## src/rtl/core/hsl_pkg.sv

```systemverilog
`timescale 1ns / 1ps
// Shared types and constants for the HSL to RGB converter.
// No dependencies; every module of the converter imports this package.
package hsl_pkg;

  // Item formats
  typedef struct packed {
    logic [15:0] hue_degrees;
    logic [8:0]  saturation;
    logic [8:0]  lightness;
  } hsl_in_t;

  typedef struct packed {
    logic [7:0] red;
    logic [7:0] green;
    logic [7:0] blue;
  } hsl_out_t;

  // Hue in whole degrees, always below 360
  typedef logic [8:0] deg_t;
  // Unsigned Q.16 fraction, 65536 is 1.0
  typedef logic [16:0] qfrac_t;

  typedef struct packed {
    qfrac_t p;
    qfrac_t q;
  } hsl_pq_t;

  // Degree wrapping
  localparam int unsigned DegFull      = 360;
  localparam int unsigned DegThird     = 120;
  localparam int unsigned DegTwoThird  = 240;
  // floor(2^24 / 360): quotient estimate is low by at most one
  localparam int unsigned HueRecip      = 46603;
  localparam int unsigned HueRecipShift = 24;
  localparam int unsigned QuotW         = 32 - HueRecipShift;

  // floor(d * 65536 / 360) = 182 * d + floor(2 * d / 45)
  localparam int unsigned HueScale     = 182;
  // ceil(2^16 / 45), exact for 2 * d below 720
  localparam int unsigned HueFracRecip = 1457;
  localparam int unsigned HueFracShift = 16;

  // Q.16 constants
  localparam int unsigned QOne     = 65536;
  localparam int unsigned QHalf    = 32768;
  localparam int unsigned FallBase = 4 * QOne;

  // Q.8 input range
  localparam int unsigned FracMax  = 256;
  localparam int unsigned HalfQ8   = 128;

  localparam int unsigned ChanScale = 255;
  localparam int unsigned Latency   = 6;

endpackage

```

## src/rtl/core/hsl_hue_reduce.sv

```systemverilog
`timescale 1ns / 1ps
// Hue front end: reduces the hue modulo 360 and forms the three channel angles.
// Three register stages; depends on hsl_pkg.
module hsl_hue_reduce (
  input  logic          clk_i,
  input  logic [15:0]   hue_i,
  output hsl_pkg::deg_t deg_r_o,
  output hsl_pkg::deg_t deg_g_o,
  output hsl_pkg::deg_t deg_b_o
);
  import hsl_pkg::*;

  logic [31:0] prod_d, prod_q;
  logic [15:0] hue_q;
  logic [QuotW-1:0] quot;
  logic [16:0] rem;
  deg_t deg_d, deg_q;
  logic [9:0] sum_r, sum_b;
  deg_t deg_r_d, deg_b_d, deg_r_q, deg_g_q, deg_b_q;

  // Stage 1: reciprocal product for the quotient estimate
  assign prod_d = 32'(hue_i) * 32'(HueRecip);

  // Stage 2: remainder, one correction step
  assign quot  = prod_q[31:HueRecipShift];
  assign rem   = 17'(hue_q) - 17'(17'(quot) * 17'(DegFull));
  assign deg_d = (rem >= 17'(DegFull)) ? 9'(rem - 17'(DegFull)) : 9'(rem);

  // Stage 3: offsets of a third and two thirds of a turn, wrapped
  assign sum_r   = 10'(deg_q) + 10'(DegThird);
  assign sum_b   = 10'(deg_q) + 10'(DegTwoThird);
  assign deg_r_d = (sum_r >= 10'(DegFull)) ? 9'(sum_r - 10'(DegFull)) : 9'(sum_r);
  assign deg_b_d = (sum_b >= 10'(DegFull)) ? 9'(sum_b - 10'(DegFull)) : 9'(sum_b);

  always_ff @(posedge clk_i) begin
    prod_q  <= prod_d;
    hue_q   <= hue_i;
    deg_q   <= deg_d;
    deg_r_q <= deg_r_d;
    deg_g_q <= deg_q;
    deg_b_q <= deg_b_d;
  end

  assign deg_r_o = deg_r_q;
  assign deg_g_o = deg_g_q;
  assign deg_b_o = deg_b_q;

endmodule

```

## src/rtl/core/hsl_chroma.sv

```systemverilog
`timescale 1ns / 1ps
// Forms the HSL q and p levels from saturation and lightness.
// Four register stages to line up with the hue path; depends on hsl_pkg.
module hsl_chroma (
  input  logic            clk_i,
  input  logic [8:0]      saturation_i,
  input  logic [8:0]      lightness_i,
  output hsl_pkg::hsl_pq_t pq_o
);
  import hsl_pkg::*;

  logic [8:0]  s8_d, l8_d, s8_q, l8_q;
  logic [17:0] ls_d;
  logic [16:0] ls_q;
  qfrac_t      s16, l16;
  logic [17:0] q_wide, p_wide;
  hsl_pq_t     pq_d, pq_q, pq_dly1_q, pq_dly2_q;

  // Stage 1: clamp to one, l*s in Q.16 is exactly l8*s8
  assign s8_d = (saturation_i > 9'(FracMax)) ? 9'(FracMax) : saturation_i;
  assign l8_d = (lightness_i > 9'(FracMax)) ? 9'(FracMax) : lightness_i;
  assign ls_d = 18'(s8_d) * 18'(l8_d);

  // Stage 2: q and p, both exact
  assign s16    = {s8_q, 8'b0};
  assign l16    = {l8_q, 8'b0};
  assign q_wide = (l8_q < 9'(HalfQ8)) ? 18'(l16) + 18'(ls_q)
                                       : 18'(l16) + 18'(s16) - 18'(ls_q);
  assign p_wide = {l16, 1'b0} - q_wide;
  assign pq_d.q = 17'(q_wide);
  assign pq_d.p = 17'(p_wide);

  // Stages 3 and 4: hold while the hue angles are formed
  always_ff @(posedge clk_i) begin
    s8_q      <= s8_d;
    l8_q      <= l8_d;
    ls_q      <= 17'(ls_d);
    pq_q      <= pq_d;
    pq_dly1_q <= pq_q;
    pq_dly2_q <= pq_dly1_q;
  end

  assign pq_o = pq_dly2_q;

endmodule

```

## src/rtl/core/hsl_channel.sv

```systemverilog
`timescale 1ns / 1ps
// One color channel: hue angle to Q.16 position, piecewise level, 8-bit byte.
// Three register stages; depends on hsl_pkg.
module hsl_channel (
  input  logic             clk_i,
  input  hsl_pkg::deg_t    deg_i,
  input  hsl_pkg::hsl_pq_t pq_i,
  output logic [7:0]       chan_o
);
  import hsl_pkg::*;

  typedef enum logic [1:0] {
    SEG_RISE,
    SEG_HOLD,
    SEG_FALL,
    SEG_LOW
  } seg_e;

  logic [20:0] fine_prod;
  logic [16:0] t_wide;
  logic [15:0] t_q;
  logic [18:0] six_t;
  seg_e        seg_d, seg_q;
  qfrac_t      diff, factor;
  logic [33:0] ramp_prod;
  qfrac_t      ramp_q;
  hsl_pq_t     pq_q;
  logic [17:0] level_sum;
  qfrac_t      level;
  logic [24:0] scaled;
  logic [7:0]  chan_q;

  // Stage 4: t = floor(d * 65536 / 360)
  assign fine_prod = 21'({deg_i, 1'b0}) * 21'(HueFracRecip);
  assign t_wide    = 17'(17'(deg_i) * 17'(HueScale)) + 17'(fine_prod[20:HueFracShift]);

  // Stage 5: segment choice and ramp product
  assign six_t = 19'(t_q) * 19'(6);
  assign diff  = pq_i.q - pq_i.p;

  always_comb begin
    if (six_t < 19'(QOne)) begin
      seg_d  = SEG_RISE;
      factor = 17'(six_t);
    end else if (t_q < 16'(QHalf)) begin
      seg_d  = SEG_HOLD;
      factor = '0;
    end else if (six_t < 19'(FallBase)) begin
      seg_d  = SEG_FALL;
      factor = 17'(19'(FallBase) - six_t);
    end else begin
      seg_d  = SEG_LOW;
      factor = '0;
    end
  end

  assign ramp_prod = 34'(diff) * 34'(factor);

  // Stage 6: level and floor(255 * level)
  assign level_sum = 18'(pq_q.p) + 18'(ramp_q);

  always_comb begin
    case (seg_q) inside
      SEG_RISE, SEG_FALL: level = 17'(level_sum);
      SEG_HOLD:           level = pq_q.q;
      default:            level = pq_q.p;
    endcase
  end

  assign scaled = 25'({level, 8'b0}) - 25'(level);

  always_ff @(posedge clk_i) begin
    t_q    <= 16'(t_wide);
    seg_q  <= seg_d;
    ramp_q <= 17'(ramp_prod[33:16]);
    pq_q   <= pq_i;
    chan_q <= scaled[23:16];
  end

  assign chan_o = chan_q;

endmodule

```

## src/rtl/core/hsl_to_rgb_converter.sv

```systemverilog
`timescale 1ns / 1ps
// HSL to RGB converter, six-stage pipeline; depends on hsl_pkg and the hsl_* modules.
// Each accepted beat runs down the valid chain beside its data and leaves on valid_o.
// Throughput: one beat per cycle; busy_o stays low, nothing in the path stalls.
// The receiver cannot hold results off, so each result shows for one cycle only.
// Reset clears the valid bits only; the datapath registers carry no reset.
module hsl_to_rgb_converter (
  input  logic              clk_i,
  input  logic              rst_ni,
  input  logic              start_i,
  input  hsl_pkg::hsl_in_t  hsl_i,
  output logic              busy_o,
  output logic              valid_o,
  output hsl_pkg::hsl_out_t rgb_o
);
  import hsl_pkg::*;

  logic [Latency-1:0] valid_d, valid_q;
  deg_t               deg_r, deg_g, deg_b;
  hsl_pq_t            pq;

  assign busy_o  = 1'b0;
  assign valid_d = {valid_q[Latency-2:0], start_i & ~busy_o};

  always_ff @(posedge clk_i or negedge rst_ni) begin
    if (!rst_ni) begin
      valid_q <= '0;
    end else begin
      valid_q <= valid_d;
    end
  end

  hsl_hue_reduce u_hue (
    .clk_i   (clk_i),
    .hue_i   (hsl_i.hue_degrees),
    .deg_r_o (deg_r),
    .deg_g_o (deg_g),
    .deg_b_o (deg_b)
  );

  hsl_chroma u_chroma (
    .clk_i        (clk_i),
    .saturation_i (hsl_i.saturation),
    .lightness_i  (hsl_i.lightness),
    .pq_o         (pq)
  );

  hsl_channel u_red (
    .clk_i  (clk_i),
    .deg_i  (deg_r),
    .pq_i   (pq),
    .chan_o (rgb_o.red)
  );

  hsl_channel u_green (
    .clk_i  (clk_i),
    .deg_i  (deg_g),
    .pq_i   (pq),
    .chan_o (rgb_o.green)
  );

  hsl_channel u_blue (
    .clk_i  (clk_i),
    .deg_i  (deg_b),
    .pq_i   (pq),
    .chan_o (rgb_o.blue)
  );

  assign valid_o = valid_q[Latency-1];

endmodule
```

## config.mk

```make
export PLATFORM = sky130hd
export DESIGN_NAME = hsl_to_rgb_converter
export DESIGN_NICKNAME = d
export VERILOG_FILES = /design/src/rtl/core/hsl_pkg.sv /design/src/rtl/core/hsl_hue_reduce.sv /design/src/rtl/core/hsl_chroma.sv /design/src/rtl/core/hsl_channel.sv /design/src/rtl/core/hsl_to_rgb_converter.sv
export SDC_FILE = /design/constraint.sdc
export NUM_CORES = 2
export LEC_CHECK = 0
export BUFFER_PORTS_ARGS = -buffer_cell sky130_fd_sc_hd__buf_2
export CORE_MARGIN = 3
export CORE_UTILIZATION = 40
export DETAILED_ROUTE_END_ITERATION = 10
export SLEW_MARGIN = 25
export SYNTH_ARGS = -nofsm -noshare
export SYNTH_HDL_FRONTEND = slang
export SYNTH_HIERARCHICAL = 1
export SYNTH_SLANG_ARGS = --single-unit
```

## constraint.sdc

```tcl
create_clock -name clk_i -period 11.2 [get_ports clk_i]
set_input_delay 0 -clock clk_i [delete_from_list [all_inputs] [get_ports clk_i]]
set_output_delay 0 -clock clk_i [all_outputs]
set_load 0.01 [all_outputs]
```

-- Yosys cells after proc, flatten, opt, wreduce, memory -nomap -nowiden
Cells that the tools add are included.
- add/subtract/negate cells: 23
- reduce and logical (&&, ||, !) cells: 9
- $lt $le $gt $ge: 15
- multiplexer cells: 27
- equal/unequal tests: 6
- multiply operators: 15
- operators with widths (kind ; number):
    17-bit two-way mux ; 16
    17-bit by 17-bit multiplier with 33-bit output ; 3
    17-bit adder ; 5
    24-bit by 17-bit subtractor with 24-bit output ; 3
    9-bit by 11-bit multiplier with 20-bit output (second input constant) ; 3
    19-bit by 17-bit < comparator with 1-bit output (second input constant) ; 3
    19-bit < comparator (second input constant) ; 3
    16-bit by 2-bit multiplier with 18-bit output (second input constant) ; 3
    1-bit by 17-bit subtractor with 17-bit output (first input constant) ; 3
    17-bit subtractor ; 3
    16-bit by 5-bit adder with 16-bit output ; 3
    16-bit < comparator (second input constant) ; 3
    9-bit by 7-bit multiplier with 15-bit output (second input constant) ; 3
    9-bit two-way mux ; 5
    16-bit by 16-bit multiplier with 32-bit output (second input constant) ; 1
    9-bit subtractor (second input constant) ; 3
    10-bit by 9-bit greater-or-equal comparator with 1-bit output (second input constant) ; 2
    9-bit greater-than comparator (second input constant) ; 2
    17-bit by 9-bit greater-or-equal comparator with 1-bit output (second input constant) ; 1
    9-bit by 9-bit multiplier with 17-bit output ; 1
    16-bit by 17-bit subtractor with 17-bit output ; 1
    8-bit by 6-bit multiplier with 14-bit output (second input constant) ; 1
    2-bit OR reduction ; 6
    9-bit by 7-bit adder with 10-bit output (second input constant) ; 1
    other kinds (6) ; 17
- output and inout port bits: 26
- register bits after elaboration: 390

-- Logic depth before layout (Yosys ltp)
- depth in word-level cells: 6
- depth in mapped cells: 37

-- Modules after synthesis
Netlist, hierarchy kept.
- modules (own cells, without submodules) (module ; cells an instance ; area an instance (um^2) ; seq. area each (um^2) ; instances):
    hsl_channel (u_blue) ; 1906 ; 16609.7 ; 1541.5 ; 1
    hsl_channel (u_green) ; 1923 ; 16579.7 ; 1541.5 ; 1
    hsl_channel (u_red) ; 1873 ; 16372.0 ; 1541.5 ; 1
    hsl_chroma ; 714 ; 7211.9 ; 2682.6 ; 1
    hsl_hue_reduce ; 716 ; 6872.8 ; 1081.0 ; 1
    hsl_to_rgb_converter ; 8 ; 161.4 ; 150.1 ; 1

-- Worst setup path before layout
Ideal clock, no wire load.
- path type: reg-to-reg
- from: register u_blue.t_q[1]
- to: register u_blue.ramp_q[16]
- arrival: 8.843 ns
- setup time: 0.072 ns
- slack: 2.285 ns
- cell stages (with the launch flop): 35
- cells stage by stage: dfxtp_1 -> ha_1 -> fa_1 -> a21o_1 -> a22o_1 -> o211a_1 -> a211o_1 -> nor3_2 -> buf_2 -> nand2_1 -> o21ai_1 -> buf_2 -> nand2_1 -> fa_1 -> inv_1 -> fa_1 -> inv_1 -> fa_1 -> inv_1 -> fa_1 -> inv_1 -> fa_1 -> fa_1 -> inv_1 -> ha_1 -> a21o_1 -> a21o_1 -> a211o_1 -> a21o_1 -> a2111oi_2 -> a311oi_4 -> a41oi_2 -> o21ai_2 -> xnor2_1 -> xnor2_1
- cells in the longest elaborated chain, start to end: 6
- ends and longest elaborated chain (item ; RTL line ; RTL):
    from (decl) ; hsl_channel.sv:21 ; logic [15:0] t_q;
    from (signal assigned) ; hsl_channel.sv:73 ; t_q <= 16'(t_wide);
    16-bit by 2-bit multiplier with 18-bit output ; hsl_channel.sv:38 ; assign six_t = 19'(t_q) * 19'(6);
    1-bit by 17-bit subtractor with 17-bit output or 19-bit < comparator (tied branches) ; hsl_channel.sv:50, hsl_channel.sv:48 ;
    17-bit two-way mux ; hsl_channel.sv:48 ; end else if (six_t < 19'(FallBase)) begin
    17-bit two-way mux ; hsl_channel.sv:45 ; end else if (t_q < 16'(QHalf)) begin
    17-bit two-way mux * ; hsl_channel.sv:42 ; if (six_t < 19'(QOne)) begin
    17-bit by 17-bit multiplier with 33-bit output * ; hsl_channel.sv:57 ; assign ramp_prod = 34'(diff) * 34'(factor);
    named net u_blue.ramp_prod[32] ; hsl_channel.sv:25 ; logic [33:0] ramp_prod;
    to (signal assigned) ; hsl_channel.sv:75 ; ramp_q <= 17'(ramp_prod[33:16]);
    to (decl) ; hsl_channel.sv:26 ; qfrac_t ramp_q;
The timed path passes the listed nets; every way through them passes the cells marked *.
A chain may end at the register's enable or synchronous reset.

-- Worst setup path in the final report
Ends and elaborated chain as after synthesis.

==> results.rst <==
.. list-table::
   :header-rows: 1

   * - Metric
     - Value
   * - Async SR Flop Fraction
     - 1.41%
   * - Sequential area share after synthesis
     - 13.4%
   * - TritonCTS clock tree
     - done
   * - Portion of the clock cycle consumed by the worst path in the final layout
     - 88.2%
   * - Number of synthesized register bits
     - 425
   * - Cell types with the largest area share after synthesis
     - sky130_fd_sc_hd__fa_1 28%, sky130_fd_sc_hd__ha_1 19%, sky130_fd_sc_hd__dfxtp_1 13%
   * - Yosys top cell area share
     - 27.5%
   * - Final Setup Violations
     - 0
   * - Crit path max fanout
     - 17
   * - Unrepaired setup endpoints after global routing
     - false
   * - Worst setup path category
     - register to register
   * - Net count after synthesis
     - 9014
   * - Die Ht
     - 405 um
   * - Number of instances on the worst hold path
     - 3
   * - Worst Setup SP
     - u_blue/t_q[1]
   * - Post-route cell area
     - 69000 um2
   * - Number of maximum-capacitance violations
     - 0
   * - Site Rows
     - 145
   * - Post-Synthesis Cells
     - 7140
   * - Final max-slew violation count
     - 0
   * - Setup fix buffers added after clock tree synthesis
     - 0
   * - Slowest-stage cell, CP
     - sky130_fd_sc_hd__o22ai_2
   * - Latest clock arrival within the worst-skew pair
     - 0.66 ns
   * - Initial core utilization
     - 40.6%
   * - CTS root buffer
     - sky130_fd_sc_hd__clkbuf_16
   * - GRT Overall Usage
     - 20.9%
   * - Global-route wire length before repair
     - 272000 um
   * - First-iteration detailed-routing DRC count
     - 3193
   * - Endpoint of the worst-slack reg-to-reg timing path
     - u_blue/ramp_q[16]
   * - Final hold viol count
     - 0
   * - Fin Clk Skew
     - 0.0734 ns
   * - Num CTS Buffers
     - 50
   * - Number of nets at the end of the flow
     - 9108
   * - DIE WIDTH
     - 405 um
   * - Reg2Reg Launch Point
     - u_blue/t_q[1]
   * - DRT antenna net count
     - 0
   * - Critical path endpoint
     - u_blue/ramp_q[16]
   * - Slew margin rel.
     - 25.4%
   * - Estimated wirelength of the detail-placed design
     - 138000 um
   * - Maximum level of the CTS H-tree
     - 2
   * - Register clock-pin slew on the reported worst setup and hold paths
     - 0.06 ns
   * - Slew at the pin closest to its max-slew limit
     - 1.12 ns
   * - Filler instances
     - 15300
   * - Highest clock frequency the design can meet
     - 101 MHz
   * - EDFF count, synth
     - 0
   * - First-pass iteration count of the detailed router
     - 6
   * - Worst path arrival time
     - 10.46 ns
   * - I/O pin total
     - 63
   * - Kind of end point of the critical path
     - register
   * - DIE AREA
     - 164000 um2
   * - Total length of routed wires
     - 169000 um
   * - Buffer and inverter count on the worst path
     - 3
   * - Synth Cell Area
     - 63800 um2
   * - Most common cell in the netlist
     - sky130_fd_sc_hd__inv_1
   * - Top_reg_cell synth
     - sky130_fd_sc_hd__dfxtp_1
   * - Register-to-Register Path Depth
     - 29
   * - Syn. warnings
     - 6
   * - Layout Area Growth over Synthesis
     - 8.14%
   * - Crit path time final
     - 9.88 ns
   * - Final weighted congestion of routability-driven global placement
     - 0.904
   * - Cell type with the highest aggregate area in the netlist
     - sky130_fd_sc_hd__fa_1
   * - Largest net degree at the start of global routing
     - 47
   * - Routed length per instance
     - 18.1 um
   * - CP max stage delay
     - 0.85 ns
   * - Required time of the critical path
     - 11.78 ns
   * - Placed cell areas
     - 66800 um2
   * - Clk buf depth
     - 3
   * - Vias post-DR
     - 48300
   * - Type of element launching the critical path
     - register
   * - Mean number of vias per cell
     - 5.17
   * - Overflow left after global routing
     - 0
   * - Top Family by Delay on Critical Path
     - adder cells
   * - Most prevalent standard cell on the critical path
     - sky130_fd_sc_hd__fa_1
   * - Total of buffers placed on input and output ports
     - 61
   * - Result of the run
     - finished, final reports clean
   * - Antenna violations before repair
     - 9
   * - Sinks on the clock net
     - 425
   * - Synth cell count leaders
     - 1435 x sky130_fd_sc_hd__inv_1, 960 x sky130_fd_sc_hd__ha_1, 877 x sky130_fd_sc_hd__fa_1
   * - Reg-to-reg slack, setup
     - 1.32 ns
   * - Vias in the first global route
     - 50000
   * - CP Depth
     - 29
   * - Placeable core area
     - 157000 um2
   * - Total Negative Setup Slacks
     - 0 ns
   * - Layout cells sized above 1
     - 5.59%
   * - Unique cell type count in the Yosys netlist
     - 136
   * - Average size of a mapped cell
     - 8.94 um2
   * - Class of the most critical hold timing path
     - primary input to register
   * - Drc violations
     - 0
==> worst min-delay path, delay by kind of cell <==
| kind | cells | cell delay, ns |
|---|---|---|
| buf+inv | 2 | 0.37 |
| simple gates | 1 | 0.20 |
==> metrics by stage <==
stage	hold slack (ns)	worst slack, ns	utilization (%)	instances
after floorplan	-0.296	2.29	-	7140
after global placement	-0.167	1.28	42.5	9204
after detailed placement	-0.166	1.29	42.5	9204
after CTS	0.0279	1.29	43.9	9333
after global routing	0.0547	0.674	43.9	9333
final	0.0393	1.32	43.9	9339
==> cell type report <==
class                      instances  area [um2]  area share, %
clock inverter                    36         463          0.671
multi-input combinational       5120       49300           71.4
tap                             2058        2570           3.73
antenna                            6        15.0         0.0218
sequential                       425        8540           12.4
timing repair buffer             199        1430           2.07
clock buffer                      57        1320           1.91
inverter                        1438        5400           7.83
==> sequential cells by signal, indices dropped and copies added (netlist names), 8 cells and up <==
register / cells
u_blue/pq_q: 34
u_green/pq_q: 34
u_red/pq_q: 34
u_chroma/pq_dly1_q: 33
u_chroma/pq_o: 33
u_chroma/pq_q: 33
u_blue/ramp_q: 17
u_chroma/ls_q: 17
u_green/ramp_q: 17
u_red/ramp_q: 17
u_blue/t_q: 16
u_green/t_q: 16
u_hue/hue_q: 16
u_red/t_q: 16
u_chroma/l8_q: 9
u_chroma/s8_q: 9
u_hue/deg_b_o: 9
u_hue/deg_q: 9
u_blue/chan_o: 8
u_green/chan_o: 8
u_hue/prod_q: 8
u_red/chan_o: 8
==> kinds of logic after synthesis <==
| kind of cell | after synthesis | share of synthesized area [%] |
|---|---|---|
| AOI/OAI and AO/OA | 956 | 10.3 |
| xor gates and xnor gates | 394 | 5.51 |
| adders and majority gates | 1837 | 46.3 |
| buffers and inverters | 1595 | 9.52 |
| DFF | 425 | 13.4 |
| muxes | 68 | 1.13 |
| other | 1 | 0.00588 |
| and+or+nand+nor | 1864 | 13.8 |
==> what timing repair did <==
item                                    4_1_cts  5_1_grt
endpoints found under the hold margin        41        0
gates resized for setup                       0        0
hold buffers                                 36        0
endpoints found under the setup margin        0        0
==> worst min-delay path by stage <==
| stage | from | endpoint | slack, ns |
|---|---|---|---|
| 2_1_floorplan | rst_ni | valid_q[0] | -0.30 |
| 3_3_place_gp | rst_ni | valid_q[0] | -0.17 |
| 3_5_place_dp | rst_ni | valid_q[0] | -0.17 |
| 4_1_cts | hsl_i[6] | u_chroma/l8_q[6] | 0.03 |
| 5_1_grt | hsl_i[6] | u_chroma/l8_q[6] | 0.05 |
| 6_report | hsl_i[6] | u_chroma/l8_q[6] | 0.04 |
==> layout by cell type, fill, tap and decap left out, types with 28 or more instances in the layout <==
master	Yosys	routed
sky130_fd_sc_hd__and3_1	50	50
sky130_fd_sc_hd__nand2_1	719	719
sky130_fd_sc_hd__a211oi_1	35	34
sky130_fd_sc_hd__xnor2_1	260	257
sky130_fd_sc_hd__nor2_1	442	440
sky130_fd_sc_hd__nand3_1	91	91
sky130_fd_sc_hd__dlygate4sd3_1	0	36
sky130_fd_sc_hd__nand4_1	28	28
sky130_fd_sc_hd__inv_1	1435	1435
sky130_fd_sc_hd__nand2b_1	58	58
sky130_fd_sc_hd__nor3_1	104	104
sky130_fd_sc_hd__fa_1	877	877
sky130_fd_sc_hd__clkbuf_16	0	50
sky130_fd_sc_hd__buf_2	28	61
sky130_fd_sc_hd__a21oi_1	259	258
sky130_fd_sc_hd__buf_4	11	102
sky130_fd_sc_hd__o21ai_0	151	151
sky130_fd_sc_hd__o21a_1	50	50
sky130_fd_sc_hd__a21o_1	122	122
sky130_fd_sc_hd__nor2b_1	64	64
sky130_fd_sc_hd__and2_1	152	152
sky130_fd_sc_hd__xor2_1	127	126
sky130_fd_sc_hd__mux2i_1	45	45
sky130_fd_sc_hd__o211ai_1	32	32
sky130_fd_sc_hd__ha_1	960	960
sky130_fd_sc_hd__a31oi_1	29	29
sky130_fd_sc_hd__dfxtp_1	419	419
==> per-layer routing <==
layer  track usage (%)  part of all wire (%)  vias to the layer above
met5                 0                 0.016                        -
met4              6.39                   3.2                        4
met3              2.82                   6.1                      277
met2              33.7                    45                     1369
met1              29.0                    45                    23600
li1                  -                     -                    23100
Power is left out: the tool's default activity adds up to more than one toggle a clock period on the data nets, which glitch-free logic cannot reach.
